File: config.mk
export PLATFORM = sky130hd
export DESIGN_NAME = sync_frame_deframer_crc16
export DESIGN_NICKNAME = d
export VERILOG_FILES = /design/src/sfd_pkg.sv /design/src/sync_frame_deframer_crc16.sv /design/src/sfd_ram.sv /design/src/sfd_front.sv /design/src/sfd_queue.sv /design/src/sfd_back.sv
export SDC_FILE = /design/constraint.sdc
export NUM_CORES = 1
export LEC_CHECK = 0
export CAP_MARGIN = 10
export CELL_PAD_IN_SITES_DETAIL_PLACEMENT = 0
export CELL_PAD_IN_SITES_GLOBAL_PLACEMENT = 1
export CORE_MARGIN = 1
export CORE_UTILIZATION = 40
export DETAILED_ROUTE_END_ITERATION = 16
export DONT_BUFFER_PORTS = 1
export PLACE_DENSITY = 0.64
export SYNTH_ARGS = -nofsm -noshare
export SYNTH_HDL_FRONTEND = slang
export SYNTH_SLANG_ARGS = --single-unit
File: constraint.sdc
create_clock -name clk -period 15.2 [get_ports clk]
set_input_delay 3.04 -clock clk [delete_from_list [all_inputs] [get_ports clk]]
set_output_delay 3.04 -clock clk [all_outputs]
set_load 0.1 [all_outputs]
File: src/sfd_pkg.sv
// Shared types, constants and the CRC16 byte update for the sync frame deframer.
package sfd_pkg;

    // Default payload buffer size in bytes.
    localparam int PAYLOAD_MAX_DEF = 32;

    // Fixed field widths.
    localparam int BYTE_W      = 8;
    localparam int LEN_FIELD_W = 6;
    localparam int IDX_FIELD_W = 5;
    localparam int CNT_W32     = 32;
    localparam int TDATA_W     = 128;
    localparam int CFG_IDX_W   = 8;

    // Internal length width covers the largest supported payload size.
    localparam int LEN_W = 7;

    // Descriptor queue depth between the parser and the output side.
    localparam int QUEUE_DEPTH = 2;

    // Configuration register indexes.
    localparam logic [CFG_IDX_W-1:0] REG_SYNC_FIRST  = 8'd0;
    localparam logic [CFG_IDX_W-1:0] REG_SYNC_SECOND = 8'd1;

    // Reset values and CRC constants.
    localparam logic [BYTE_W-1:0] SYNC_FIRST_RST  = 8'hAA;
    localparam logic [BYTE_W-1:0] SYNC_SECOND_RST = 8'h55;
    localparam logic [15:0]       CRC_INIT        = 16'hFFFF;
    localparam logic [15:0]       CRC_POLY        = 16'hA001;

    // Parser phases.
    typedef enum logic [2:0] {
        PH_SYNC0 = 3'd0,
        PH_SYNC1 = 3'd1,
        PH_LEN   = 3'd2,
        PH_CHAN  = 3'd3,
        PH_BODY  = 3'd4,
        PH_CRCLO = 3'd5,
        PH_CRCHI = 3'd6
    } phase_t;

    // Result kinds.
    typedef enum logic {
        KIND_DATA = 1'b0,
        KIND_ERR  = 1'b1
    } kind_t;

    // One finished frame as handed from the parser to the output side.
    typedef struct packed {
        kind_t             kind;
        logic [BYTE_W-1:0] channel;
        logic [LEN_W-1:0]  len;
        logic [31:0]       good;
        logic [31:0]       bad;
        logic              bank;
    } desc_t;

    // Buffer bank release from the output side back to the parser.
    typedef struct packed {
        logic valid;
        logic bank;
    } rel_t;

    // CRC16 Modbus update by one byte, reflected, LSB first.
    function automatic logic [15:0] crc_step(input logic [15:0] crc, input logic [7:0] b);
        logic [15:0] c;
        c = crc ^ {8'h00, b};
        for (int k = 0; k < 8; k++)
        begin
            if (c[0])
            begin
                c = (c >> 1) ^ CRC_POLY;
            end
            else
            begin
                c = c >> 1;
            end
        end
        return c;
    endfunction

endpackage

File: src/sync_frame_deframer_crc16.sv
// The first result of a frame follows the taking of its CRC high byte; an error
// report comes out sooner, as it skips the buffer read.
// Throughput: the parser takes one byte a cycle while not stalled; the output side
// starts a payload byte read only once the previous read has loaded the output register.
// The parser stalls only if both buffer banks are still draining or the queue is full.
// Reset: asynchronous, active low; returns to sync hunting with counters at zero.
module sync_frame_deframer_crc16
    import sfd_pkg::*;
#(
    parameter int PAYLOAD_MAX = PAYLOAD_MAX_DEF
) (
    input  logic                 clk,
    input  logic                 rst_n,
    // Configuration write channel.
    input  logic                 cfg_valid,
    output logic                 cfg_ready,
    input  logic [CFG_IDX_W-1:0] cfg_index,
    input  logic [BYTE_W-1:0]    cfg_data,
    // Received bytes.
    input  logic                 s_axis_tvalid,
    output logic                 s_axis_tready,
    input  logic [BYTE_W-1:0]    s_axis_tdata,   // [7:0] rx_byte
    // Results.
    output logic                 m_axis_tvalid,
    input  logic                 m_axis_tready,
    // [7:0] channel, [13:8] frame_len, [45:14] frame_seq, [50:46] byte_index,
    // [58:51] data, [90:59] good_total, [122:91] bad_total, [127:123] zero
    output logic [TDATA_W-1:0]   m_axis_tdata,
    output logic                 m_axis_tuser,   // [0] kind
    output logic                 m_axis_tlast    // last
);

    localparam int IDX_W     = (PAYLOAD_MAX > 1) ? $clog2(PAYLOAD_MAX) : 1;
    localparam int RAM_DEPTH = 2 << IDX_W;

    logic              ram_wr_en;
    logic [IDX_W:0]    ram_wr_addr;
    logic [BYTE_W-1:0] ram_wr_data;
    logic              ram_rd_en;
    logic [IDX_W:0]    ram_rd_addr;
    logic [BYTE_W-1:0] ram_rd_data;
    logic              push;
    desc_t             push_desc;
    logic              pop;
    desc_t             pop_desc;
    logic              q_empty;
    logic              q_full;
    rel_t              rel;

    // Configuration writes are always taken.
    assign cfg_ready = 1'b1;

    // Parser.
    sfd_front #(
        .PAYLOAD_MAX(PAYLOAD_MAX)
    ) u_front (
        .clk        (clk),
        .rst_n      (rst_n),
        .cfg_wr     (cfg_valid & cfg_ready),
        .cfg_index  (cfg_index),
        .cfg_data   (cfg_data),
        .in_valid   (s_axis_tvalid),
        .in_data    (s_axis_tdata),
        .in_ready   (s_axis_tready),
        .ram_wr_en  (ram_wr_en),
        .ram_wr_addr(ram_wr_addr),
        .ram_wr_data(ram_wr_data),
        .push       (push),
        .push_desc  (push_desc),
        .q_full     (q_full),
        .rel        (rel)
    );

    // Two-bank payload buffer.
    sfd_ram #(
        .WIDTH(BYTE_W),
        .DEPTH(RAM_DEPTH)
    ) u_ram (
        .clk    (clk),
        .wr_en  (ram_wr_en),
        .wr_addr(ram_wr_addr),
        .wr_data(ram_wr_data),
        .rd_en  (ram_rd_en),
        .rd_addr(ram_rd_addr),
        .rd_data(ram_rd_data)
    );

    // Frame descriptor queue.
    sfd_queue u_queue (
        .clk      (clk),
        .rst_n    (rst_n),
        .push     (push),
        .push_desc(push_desc),
        .pop      (pop),
        .pop_desc (pop_desc),
        .empty    (q_empty),
        .full     (q_full)
    );

    // Output side.
    sfd_back #(
        .PAYLOAD_MAX(PAYLOAD_MAX)
    ) u_back (
        .clk        (clk),
        .rst_n      (rst_n),
        .q_empty    (q_empty),
        .q_desc     (pop_desc),
        .pop        (pop),
        .ram_rd_en  (ram_rd_en),
        .ram_rd_addr(ram_rd_addr),
        .ram_rd_data(ram_rd_data),
        .rel        (rel),
        .m_valid    (m_axis_tvalid),
        .m_ready    (m_axis_tready),
        .m_data     (m_axis_tdata),
        .m_user     (m_axis_tuser),
        .m_last     (m_axis_tlast)
    );

endmodule

File: src/sfd_ram.sv
// Generic single-write, single-read RAM with registered read data.
module sfd_ram #(
    parameter int WIDTH = 8,
    parameter int DEPTH = 64,
    localparam int AW = (DEPTH > 1) ? $clog2(DEPTH) : 1
) (
    input  logic             clk,
    input  logic             wr_en,
    input  logic [AW-1:0]    wr_addr,
    input  logic [WIDTH-1:0] wr_data,
    input  logic             rd_en,
    input  logic [AW-1:0]    rd_addr,
    output logic [WIDTH-1:0] rd_data
);

    logic [WIDTH-1:0] mem [DEPTH];

    // Write port.
    always_ff @(posedge clk)
    begin
        if (wr_en)
        begin
            mem[wr_addr] <= wr_data;
        end
    end

    // Registered read port.
    always_ff @(posedge clk)
    begin
        if (rd_en)
        begin
            rd_data <= mem[rd_addr];
        end
    end

endmodule

File: src/sfd_front.sv
// Byte parser: sync hunt, header capture, CRC update, payload buffering.
module sfd_front
    import sfd_pkg::*;
#(
    parameter int PAYLOAD_MAX = PAYLOAD_MAX_DEF,
    localparam int IDX_W = (PAYLOAD_MAX > 1) ? $clog2(PAYLOAD_MAX) : 1,
    localparam int CNT_W = $clog2(PAYLOAD_MAX + 1)
) (
    input  logic                 clk,
    input  logic                 rst_n,
    // Configuration writes.
    input  logic                 cfg_wr,
    input  logic [CFG_IDX_W-1:0] cfg_index,
    input  logic [BYTE_W-1:0]    cfg_data,
    // Received bytes.
    input  logic                 in_valid,
    input  logic [BYTE_W-1:0]    in_data,
    output logic                 in_ready,
    // Payload buffer write port.
    output logic                 ram_wr_en,
    output logic [IDX_W:0]       ram_wr_addr,
    output logic [BYTE_W-1:0]    ram_wr_data,
    // Descriptor queue.
    output logic                 push,
    output desc_t                push_desc,
    input  logic                 q_full,
    // Buffer bank release.
    input  rel_t                 rel
);

    phase_t            phase_reg, phase_next;
    logic [LEN_W-1:0]  len_reg, len_next;
    logic [CNT_W-1:0]  cnt_reg, cnt_next;
    logic [CNT_W-1:0]  cnt_inc;
    logic [BYTE_W-1:0] chan_reg, chan_next;
    logic [BYTE_W-1:0] crc_lo_reg, crc_lo_next;
    logic [15:0]       crc_reg, crc_next;
    logic [15:0]       crc_upd;
    logic [31:0]       good_reg, good_next;
    logic [31:0]       bad_reg, bad_next;
    logic              bank_reg, bank_next;
    logic [1:0]        busy_reg, busy_next;
    logic [BYTE_W-1:0] sync_first_reg, sync_first_next;
    logic [BYTE_W-1:0] sync_second_reg, sync_second_next;
    logic              acc;

    // Configuration registers.
    always_comb
    begin
        sync_first_next  = sync_first_reg;
        sync_second_next = sync_second_reg;
        if (cfg_wr)
        begin
            case (cfg_index)
                REG_SYNC_FIRST:  sync_first_next  = cfg_data;
                REG_SYNC_SECOND: sync_second_next = cfg_data;
                default:         ;
            endcase
        end
    end

    assign cnt_inc = cnt_reg + 1'b1;
    assign acc     = in_valid & in_ready;

    // Next phase, frame state and outputs.
    always_comb
    begin
        phase_next  = phase_reg;
        len_next    = len_reg;
        cnt_next    = cnt_reg;
        chan_next   = chan_reg;
        crc_lo_next = crc_lo_reg;
        crc_next    = crc_reg;
        good_next   = good_reg;
        bad_next    = bad_reg;
        bank_next   = bank_reg;
        busy_next   = busy_reg;
        crc_upd     = crc_step(crc_reg, in_data);
        in_ready    = 1'b1;
        ram_wr_en   = 1'b0;
        ram_wr_addr = {bank_reg, cnt_reg[IDX_W-1:0]};
        ram_wr_data = in_data;
        push        = 1'b0;
        push_desc   = '{kind: KIND_DATA, channel: chan_reg, len: len_reg,
                        good: good_reg, bad: bad_reg, bank: bank_reg};

        // A bank is free again once its last byte has been read.
        if (rel.valid)
        begin
            busy_next[rel.bank] = 1'b0;
        end

        case (phase_reg)
            PH_SYNC1:
            begin
                if (acc)
                begin
                    phase_next = (in_data == sync_second_reg) ? PH_LEN : PH_SYNC0;
                end
            end
            PH_LEN:
            begin
                if (acc)
                begin
                    if (in_data == '0 || in_data > BYTE_W'(PAYLOAD_MAX))
                    begin
                        phase_next = PH_SYNC0;
                    end
                    else
                    begin
                        len_next   = LEN_W'(in_data);
                        cnt_next   = '0;
                        crc_next   = crc_step(CRC_INIT, in_data);
                        phase_next = PH_CHAN;
                    end
                end
            end
            PH_CHAN:
            begin
                if (acc)
                begin
                    chan_next  = in_data;
                    crc_next   = crc_upd;
                    phase_next = PH_BODY;
                end
            end
            PH_BODY:
            begin
                // Wait until the bank is no longer being drained.
                in_ready = ~busy_reg[bank_reg];
                if (acc)
                begin
                    ram_wr_en = 1'b1;
                    cnt_next  = cnt_inc;
                    crc_next  = crc_upd;
                    if (LEN_W'(cnt_inc) >= len_reg)
                    begin
                        phase_next = PH_CRCLO;
                    end
                end
            end
            PH_CRCLO:
            begin
                if (acc)
                begin
                    crc_lo_next = in_data;
                    phase_next  = PH_CRCHI;
                end
            end
            PH_CRCHI:
            begin
                // The check result needs a queue slot.
                in_ready = ~q_full;
                if (acc)
                begin
                    push       = 1'b1;
                    phase_next = PH_SYNC0;
                    if ({in_data, crc_lo_reg} == crc_reg)
                    begin
                        good_next           = good_reg + 32'd1;
                        push_desc.good      = good_next;
                        bank_next           = ~bank_reg;
                        busy_next[bank_reg] = 1'b1;
                    end
                    else
                    begin
                        bad_next       = bad_reg + 32'd1;
                        push_desc.kind = KIND_ERR;
                        push_desc.bad  = bad_next;
                    end
                end
            end
            default:
            begin
                if (acc)
                begin
                    phase_next = (in_data == sync_first_reg) ? PH_SYNC1 : PH_SYNC0;
                end
            end
        endcase
    end

    // State registers.
    always_ff @(posedge clk or negedge rst_n)
    begin
        if (!rst_n)
        begin
            phase_reg       <= PH_SYNC0;
            len_reg         <= '0;
            cnt_reg         <= '0;
            chan_reg        <= '0;
            crc_lo_reg      <= '0;
            crc_reg         <= CRC_INIT;
            good_reg        <= '0;
            bad_reg         <= '0;
            bank_reg        <= 1'b0;
            busy_reg        <= '0;
            sync_first_reg  <= SYNC_FIRST_RST;
            sync_second_reg <= SYNC_SECOND_RST;
        end
        else
        begin
            phase_reg       <= phase_next;
            len_reg         <= len_next;
            cnt_reg         <= cnt_next;
            chan_reg        <= chan_next;
            crc_lo_reg      <= crc_lo_next;
            crc_reg         <= crc_next;
            good_reg        <= good_next;
            bad_reg         <= bad_next;
            bank_reg        <= bank_next;
            busy_reg        <= busy_next;
            sync_first_reg  <= sync_first_next;
            sync_second_reg <= sync_second_next;
        end
    end

endmodule

File: src/sfd_queue.sv
// Short descriptor queue between the parser and the output side.
module sfd_queue
    import sfd_pkg::*;
(
    input  logic  clk,
    input  logic  rst_n,
    input  logic  push,
    input  desc_t push_desc,
    input  logic  pop,
    output desc_t pop_desc,
    output logic  empty,
    output logic  full
);

    localparam int PW = (QUEUE_DEPTH > 1) ? $clog2(QUEUE_DEPTH) : 1;
    localparam int CW = $clog2(QUEUE_DEPTH + 1);

    desc_t          slot_reg [QUEUE_DEPTH];
    logic [PW-1:0]  wr_ptr_reg, wr_ptr_next;
    logic [PW-1:0]  rd_ptr_reg, rd_ptr_next;
    logic [CW-1:0]  count_reg, count_next;
    logic           do_push, do_pop;

    assign empty    = (count_reg == '0);
    assign full     = (count_reg == CW'(QUEUE_DEPTH));
    assign do_push  = push & ~full;
    assign do_pop   = pop & ~empty;
    assign pop_desc = slot_reg[rd_ptr_reg];

    // Pointer and fill count update.
    always_comb
    begin
        wr_ptr_next = wr_ptr_reg;
        rd_ptr_next = rd_ptr_reg;
        count_next  = count_reg;
        if (do_push)
        begin
            wr_ptr_next = (wr_ptr_reg == PW'(QUEUE_DEPTH - 1)) ? '0 : wr_ptr_reg + 1'b1;
        end
        if (do_pop)
        begin
            rd_ptr_next = (rd_ptr_reg == PW'(QUEUE_DEPTH - 1)) ? '0 : rd_ptr_reg + 1'b1;
        end
        if (do_push && !do_pop)
        begin
            count_next = count_reg + 1'b1;
        end
        else if (do_pop && !do_push)
        begin
            count_next = count_reg - 1'b1;
        end
    end

    // Queue control.
    always_ff @(posedge clk or negedge rst_n)
    begin
        if (!rst_n)
        begin
            wr_ptr_reg <= '0;
            rd_ptr_reg <= '0;
            count_reg  <= '0;
        end
        else
        begin
            wr_ptr_reg <= wr_ptr_next;
            rd_ptr_reg <= rd_ptr_next;
            count_reg  <= count_next;
        end
    end

    // Queue storage.
    always_ff @(posedge clk)
    begin
        if (do_push)
        begin
            slot_reg[wr_ptr_reg] <= push_desc;
        end
    end

endmodule

File: src/sfd_back.sv
// Output side: drains a good frame from the buffer or sends one error report.
module sfd_back
    import sfd_pkg::*;
#(
    parameter int PAYLOAD_MAX = PAYLOAD_MAX_DEF,
    localparam int IDX_W = (PAYLOAD_MAX > 1) ? $clog2(PAYLOAD_MAX) : 1
) (
    input  logic               clk,
    input  logic               rst_n,
    // Descriptor queue.
    input  logic               q_empty,
    input  desc_t              q_desc,
    output logic               pop,
    // Payload buffer read port.
    output logic               ram_rd_en,
    output logic [IDX_W:0]     ram_rd_addr,
    input  logic [BYTE_W-1:0]  ram_rd_data,
    // Bank release to the parser.
    output rel_t               rel,
    // Result stream.
    output logic               m_valid,
    input  logic               m_ready,
    output logic [TDATA_W-1:0] m_data,
    output logic               m_user,
    output logic               m_last
);

    desc_t                  cur_reg, cur_next;
    logic                   active_reg, active_next;
    logic [IDX_W-1:0]       idx_reg, idx_next;
    logic                   pend_reg, pend_next;
    logic [IDX_W-1:0]       pend_idx_reg, pend_idx_next;
    logic                   pend_last_reg, pend_last_next;
    logic                   out_valid_reg, out_valid_next;
    kind_t                  out_kind_reg, out_kind_next;
    logic [BYTE_W-1:0]      out_chan_reg, out_chan_next;
    logic [LEN_FIELD_W-1:0] out_len_reg, out_len_next;
    logic [IDX_FIELD_W-1:0] out_idx_reg, out_idx_next;
    logic [BYTE_W-1:0]      out_data_reg, out_data_next;
    logic                   out_last_reg, out_last_next;
    logic [31:0]            out_good_reg, out_good_next;
    logic [31:0]            out_bad_reg, out_bad_next;
    logic                   issue;
    logic                   last_hit;

    // A step may go ahead when nothing is in flight and the output slot frees up.
    assign issue    = active_reg & ~pend_reg & (~out_valid_reg | m_ready);
    assign last_hit = (LEN_W'(idx_reg) + LEN_W'(1)) == cur_reg.len;

    // Sequencing of reads and result loading.
    always_comb
    begin
        cur_next       = cur_reg;
        active_next    = active_reg;
        idx_next       = idx_reg;
        pend_next      = 1'b0;
        pend_idx_next  = pend_idx_reg;
        pend_last_next = pend_last_reg;
        out_valid_next = out_valid_reg & ~m_ready;
        out_kind_next  = out_kind_reg;
        out_chan_next  = out_chan_reg;
        out_len_next   = out_len_reg;
        out_idx_next   = out_idx_reg;
        out_data_next  = out_data_reg;
        out_last_next  = out_last_reg;
        out_good_next  = out_good_reg;
        out_bad_next   = out_bad_reg;
        pop            = 1'b0;
        ram_rd_en      = 1'b0;
        ram_rd_addr    = {cur_reg.bank, idx_reg};
        rel            = '{valid: 1'b0, bank: cur_reg.bank};

        // Take the next frame when idle.
        if (!active_reg && !q_empty)
        begin
            pop         = 1'b1;
            cur_next    = q_desc;
            active_next = 1'b1;
            idx_next    = '0;
        end

        if (issue)
        begin
            if (cur_reg.kind == KIND_ERR)
            begin
                // Error report goes straight to the output register.
                out_valid_next = 1'b1;
                out_kind_next  = KIND_ERR;
                out_chan_next  = cur_reg.channel;
                out_len_next   = LEN_FIELD_W'(cur_reg.len);
                out_idx_next   = '0;
                out_data_next  = '0;
                out_last_next  = 1'b1;
                out_good_next  = cur_reg.good;
                out_bad_next   = cur_reg.bad;
                active_next    = 1'b0;
            end
            else
            begin
                // Read one payload byte; the last read frees the bank.
                ram_rd_en      = 1'b1;
                pend_next      = 1'b1;
                pend_idx_next  = idx_reg;
                pend_last_next = last_hit;
                idx_next       = idx_reg + 1'b1;
                if (last_hit)
                begin
                    active_next = 1'b0;
                    rel.valid   = 1'b1;
                end
            end
        end

        // Read data arrives: load the output register.
        if (pend_reg)
        begin
            out_valid_next = 1'b1;
            out_kind_next  = KIND_DATA;
            out_chan_next  = cur_reg.channel;
            out_len_next   = LEN_FIELD_W'(cur_reg.len);
            out_idx_next   = IDX_FIELD_W'(pend_idx_reg);
            out_data_next  = ram_rd_data;
            out_last_next  = pend_last_reg;
            out_good_next  = cur_reg.good;
            out_bad_next   = cur_reg.bad;
        end
    end

    // Control registers.
    always_ff @(posedge clk or negedge rst_n)
    begin
        if (!rst_n)
        begin
            active_reg    <= 1'b0;
            pend_reg      <= 1'b0;
            out_valid_reg <= 1'b0;
        end
        else
        begin
            active_reg    <= active_next;
            pend_reg      <= pend_next;
            out_valid_reg <= out_valid_next;
        end
    end

    // Payload registers.
    always_ff @(posedge clk)
    begin
        cur_reg       <= cur_next;
        idx_reg       <= idx_next;
        pend_idx_reg  <= pend_idx_next;
        pend_last_reg <= pend_last_next;
        out_kind_reg  <= out_kind_next;
        out_chan_reg  <= out_chan_next;
        out_len_reg   <= out_len_next;
        out_idx_reg   <= out_idx_next;
        out_data_reg  <= out_data_next;
        out_last_reg  <= out_last_next;
        out_good_reg  <= out_good_next;
        out_bad_reg   <= out_bad_next;
    end

    // Result packing; frame_seq equals the good frame count.
    assign m_valid = out_valid_reg;
    assign m_user  = out_kind_reg;
    assign m_last  = out_last_reg;
    assign m_data  = {5'b0, out_bad_reg, out_good_reg, out_data_reg, out_idx_reg,
                      out_good_reg, out_len_reg, out_chan_reg};

endmodule

== After elaboration in Yosys (flattened, before gate mapping) ==
Memory sizes are Yosys's and may differ from the RTL's. A register that Yosys moved wholly into a read port is not among the register bits.
Index checks and enable logic that the tools add are counted.
Cells by class
  add/sub/neg operators: 9
  reductions and logical operators: 32
  bitwise gates (word level): 37
  magnitude comparators: 6
  mux-type cells: 123
  divide/modulo/power cells: 0
  multipliers: 0
  shift operators: 0
  equality and inequality tests: 17
Operator list (count)
  two-way mux 16 bit: 40
  two-way mux 32 bit: 8
  two-way mux 64 bit: 2
  adder 32 x 1 -> 32 bit, second input constant: 2
  two-way mux 8 bit: 6
  NOT 2 -> 3 bit: 16
  two-way mux 6 bit: 6
  two-way mux 1 bit: 33
  one-hot mux 16 bit (2 select lines): 1
  two-way mux 5 bit: 6
  two-way mux 3 bit: 8
  one-hot mux 3 bit (6 select lines): 1
  AND reduction 2 bit: 9
  equality test 16 bit: 1
  equality test 8 bit: 2
  zero test 8 bit: 2
  two-way mux 2 bit: 8
  NOT 8 -> 16 bit: 1
  bitwise XOR 16 x 8 -> 16 bit: 1
  one-hot mux 6 bit (2 select lines): 1
  nonzero test 2 bit: 5
  equality test 3 bit, second input constant: 3
  NOT 1 bit: 9
  equality test 8 x 1 -> 1 bit, second input constant: 1
  other kinds (30): 52
Word-level totals
  flip-flop bits (word level): 242
  input port bits: 29
  latch bits: 0
  RAM bits: 674
  output and inout port bits: 133
  bits in read-only memories: 0
  memories kept: 2
Memories
  u_ram.mem: words 64, width 8, rd ports 1, clocked after Yosys merged registers in 1, wr ports 1, line sfd_ram.sv:16  | logic [WIDTH-1:0] mem [DEPTH];
  u_queue.slot_reg: words 2, width 81, rd ports 1, clocked after Yosys merged registers in 1, wr ports 1, line sfd_queue.sv:18  | desc_t slot_reg [QUEUE_DEPTH];

== Depth between registers and ports, before layout ==
  depth after elaboration: 42
  mapped depth: 12
  mapped depth without buffers: 9

== Cells and area by module ==
A second synthesis with hierarchy kept.
Second synthesis, totals
  cells, all modules: 2297
  area total of the unflattened synthesis: 40452.5 µm²
By module, submodules not included
  sfd_ram: sequential area each 15615.0 µm², cells an instance 994, area an instance 20370.8 µm², instances 1
  sfd_front: sequential area each 3308.2 µm², cells an instance 728, area an instance 7309.5 µm², instances 1
  sfd_queue: sequential area each 4964.8 µm², cells an instance 271, area an instance 6441.2 µm², instances 1
  sfd_back: sequential area each 5570.3 µm², cells an instance 302, area an instance 6319.8 µm², instances 1
  sync_frame_deframer_crc16: sequential area each 0.0 µm², cells an instance 2, area an instance 11.3 µm², instances 1

== Worst setup path before layout ==
No wires, ideal clock.
  kind: input to register
  start point: in s_axis_tvalid
  end point: mem u_queue.slot_reg[0][0] (netlist bit) (enable)
  setup time: 0.521 ns
  stages on the path: 2
  path buffers: 0
  required time: 14.679 ns
  arrival: 6.626 ns
  path slack: 8.053 ns
  cell sequence: nand3_2 > nor2_1
Between the ends
  cells in the longest elaborated chain, start to end: 6
RTL lines
  start: declaration: line sync_frame_deframer_crc16.sv:20  | input logic s_axis_tvalid,
  AND 1 bit: line sfd_front.sv:63  | assign acc = in_valid & in_ready;
  two-way mux 1 bit: line sfd_front.sv:154  | if (acc)
  two-way mux 1 bit: line sfd_front.sv:93  | case (phase_reg)
  AND 1 bit: line sfd_queue.sv:26  | assign do_push = push & ~full;
  two-way mux 1 bit: line sfd_queue.sv:74  | if (do_push)
  two-way mux 1 bit (implied by the code): line sfd_queue.sv:76  | slot_reg[wr_ptr_reg] <= push_desc;
  end: declaration: line sfd_queue.sv:18
No other way between the ends.

== Final worst setup path ==
  start point: reg u_front.bank_reg
  end point: out s_axis_tready
Between the ends
  cells in the longest elaborated chain, start to end: 4
RTL lines
  start: declaration: line sfd_front.sv:41  | logic bank_reg, bank_next;
  start signal: assignment: line sfd_front.sv:211  | bank_reg <= bank_next;
  two-way mux 1 bit (implied by the code) (2 in a row): line sfd_front.sv:130  | in_ready = ~busy_reg[bank_reg];
  NOT 1 bit: line sfd_front.sv:130
  one-hot mux 1 bit (2 select lines): line sfd_front.sv:93
  end: declaration: line sync_frame_deframer_crc16.sv:21  | output logic s_axis_tready,
No other way between the ends. The select of a mux whose other input is x is not followed.

==> results.ini <==
[timing]
min_period_ns=6.002
finalSetupViolations=0
tightest_slew_ns=1.131
maxSlewHeadroom_pct=24.62
fmax_ghz=0.1666
hold_viol_final=0
min_period_over_period_pct=39.49
slew_viol_final=0
fin_tns_setup_ns=0
finClkSkew_ns=0.03218
rsz0062_at_grt=no

[logic_synthesis]
syn_area_per_cell_um2=17.37
ys_seq_area_share_pct=74.24
synth_fa_ha_area_share_pct=0.5045
synth_cell_types=66
synth_xor_area_share_pct=4.607
synth_mux_area_share_pct=9.866
synth_flop_cell=edfxtp_1
synth_top_family_by_area=multiplexers
synth-seq-cells=1005
async_flop_share_pct=13.73
yosys.area_share.simple_pct=4.910
yosysWarningCount=0
synthCells=2284
synth_compound_area_share_pct=3.752
netlist_area_um2=39680
synth_edf_count=861

[die]
rows=115
die_width_um=317.0
start_util_pct=40.38
core_area_um2=98280
num_io_pins=162
die_area_um2=100500
dieHeight_um=317.0

[place]
io_buffer_count=0
dp_hpwl_um=52560
dp_cells=3484
gp_congestion=0.8190

[run]
drv_cap=0

[cts]
cts.path.max_buffers=3
post_cts_resized=0
cts_buffers=103
cts_tree=yes
htreeDepth=3
post_cts.repair.setup_buffers=0
cts_sinks=1005
clk_pin_slew_ns=0.06
cts_root_buf=clkbuf_16
hold_buffers=0
clk_latency_ns=0.69

[layout]
fin_cells=3676
largest_register_ffs=512
layout_commonest_cell=edfxtp_1
final_cell_mix=861 x edfxtp_1, 130 x xnor2_1, 129 x mux2i_1
nets=2348
drive_gt1_share_pct=17.62
fill_cells=8317
syn2layout_area_growth_pct=13.31
utilization_pct=45.75
antenna_cells=0

[global_route]
globalRoute.totalOverflow=0
grt_max_degree=139
grt_pass1_wl_um=128300
antenna_found_initial=1
grtUsageTotal_pct=17.26
grt_pass1_vias=19915

[run_status]
status=finished, final reports clean

[setup_path]
path_max_fanout=9
cp.required_ns=12.16
regToRegStartpoint=u_front.bank_reg
r2r_end=u_ram.mem[38][7]
reg2reg_slack_ns=11.05
start_kind=flop
endpoint_kind=output pin
reg2reg_depth=5
path_class=flop to output pin
arrival_ns=2.96

[detailed_routing]
vias=19428
final_antenna_net_count=0
avgRoutedWirePerCell_um=23.26
drt_iter0_drc=1477
avgViaCountPerCell=5.285
post-route-drc-count=0
drtPass1Iterations=6
drt_wl_total_um=85490

[worst_hold_path]
hp-class=flop to flop
hold_start=u_back.cur_reg[8]
holdPathEnd=u_back.out_bad_reg[7]
hold_depth=0

[power]
finalPower_mw=8.066
irDropWorstVdd_mv=0.1608
powerDensity_nw_per_um2=179.4
p_leak_nw=14.81

==> area by class of cell <==
type | instances | area (um^2) | share of cell area [%]
flip-flops and latches | 1005 | 29470 | 65.54
multi-input cells | 1112 | 9437 | 20.99
clock buffers | 130 | 2730 | 6.072
well taps | 1287 | 1610 | 3.581
repair buffers | 52 | 1031 | 2.293
clock inverters | 61 | 578.1 | 1.286
inverters | 29 | 110.1 | 0.2449
==> per-layer routing <==
| metal | global-route usage, % | vias to the layer above | share of wire, % |
|---|---|---|---|
| met5 | 0 | - | 0 |
| met4 | 6.250 | 0 | 2.8 |
| met3 | 3.378 | 136 | 5.4 |
| met2 | 27.71 | 494 | 48 |
| met1 | 23.37 | 9955 | 43 |
| li1 | - | 8843 | - |
==> per-stage QoR <==
step | area (um^2) | hold slack (ns) | setup slack (ns)
2_1_floorplan | 39700 | 0.4003 | 8.053
3_3_place_gp | 41650 | 0.4077 | 9.306
3_5_place_dp | 41650 | 0.4045 | 9.226
4_1_cts | 44960 | 0.4139 | 9.173
5_1_grt | 44960 | 0.4212 | 9.139
6_report | 44960 | 0.4127 | 9.198
==> Yosys cell counts (3+ instances only) <==
cell      number  share of area, %
clkbuf_1      63              0.60
buf_4         41              0.78
a32oi_1        8              0.18
dfxtp_1        6              0.30
buf_2         31              0.39
xnor3_1        3              0.17
nor2b_1        7              0.11
xnor2_1      130               2.9
nand2b_1       8              0.13
o21ai_0       53              0.67
nand3_1       75              0.95
or3_1          6             0.095
and2_1        21              0.33
o221ai_1      88               1.9
mux2i_1      129               3.3
a21oi_1       11              0.14
edfxtp_1     861                65
nor3_1         4             0.050
nor4_1         9              0.14
a31oi_1        3             0.047
dfstp_2       24               1.6
mux2_2       105               3.0
buf_1          7             0.066
a21o_1        11              0.21
a22o_1         6              0.13
inv_1         26              0.25
dfrtp_1      114               7.2
nor2_1        95              0.90
nand4_1       18              0.28
nand2_1       90              0.85
ha_1          16              0.50
and4_1         7              0.15
xor2_1        71               1.6
clkinv_1       3             0.028
and3_1        24              0.38
mux4_2        64               3.6
o22ai_1        9              0.14
nor3_2         3             0.076
==> power by group <==
group / switching (mW) / internal [mW]
clock: 1.05 / 1.41
sequential: 1.01 / 3.27
combinational: 0.792 / 0.541
==> critical path, stage by stage (launching register included) <==
cell     delay, ns
dfrtp_1       0.73
mux2_2        0.50
a22oi_2       1.04
==> worst max-delay path by stage <==
stage	start	to	depth (start not counted)
3_5_place_dp	s_axis_tvalid	u_ram.mem[38][1]	5
6_report	u_front.bank_reg	s_axis_tready	2
2_1_floorplan	s_axis_tvalid	u_queue.slot_reg[0][0]	2
4_1_cts	u_front.bank_reg	s_axis_tready	2
3_3_place_gp	s_axis_tvalid	u_ram.mem[46][5]	5
5_1_grt	u_front.bank_reg	s_axis_tready	2
==> cell families (layout without fill, tap and decap cells) <==
logic type                 count (synthesis)  in the layout
DFF                                     1005           1005
and+or+nand+nor                          386            386
xor gates and xnor gates                 204            204
muxes                                    298            298
AOI/OAI and AO/OA                        202            202
buffers and inverters                    171            272
adders and majority gates                 16             16
other                                      2              6
No activity file was read; power rests on OpenSTA's default activity.
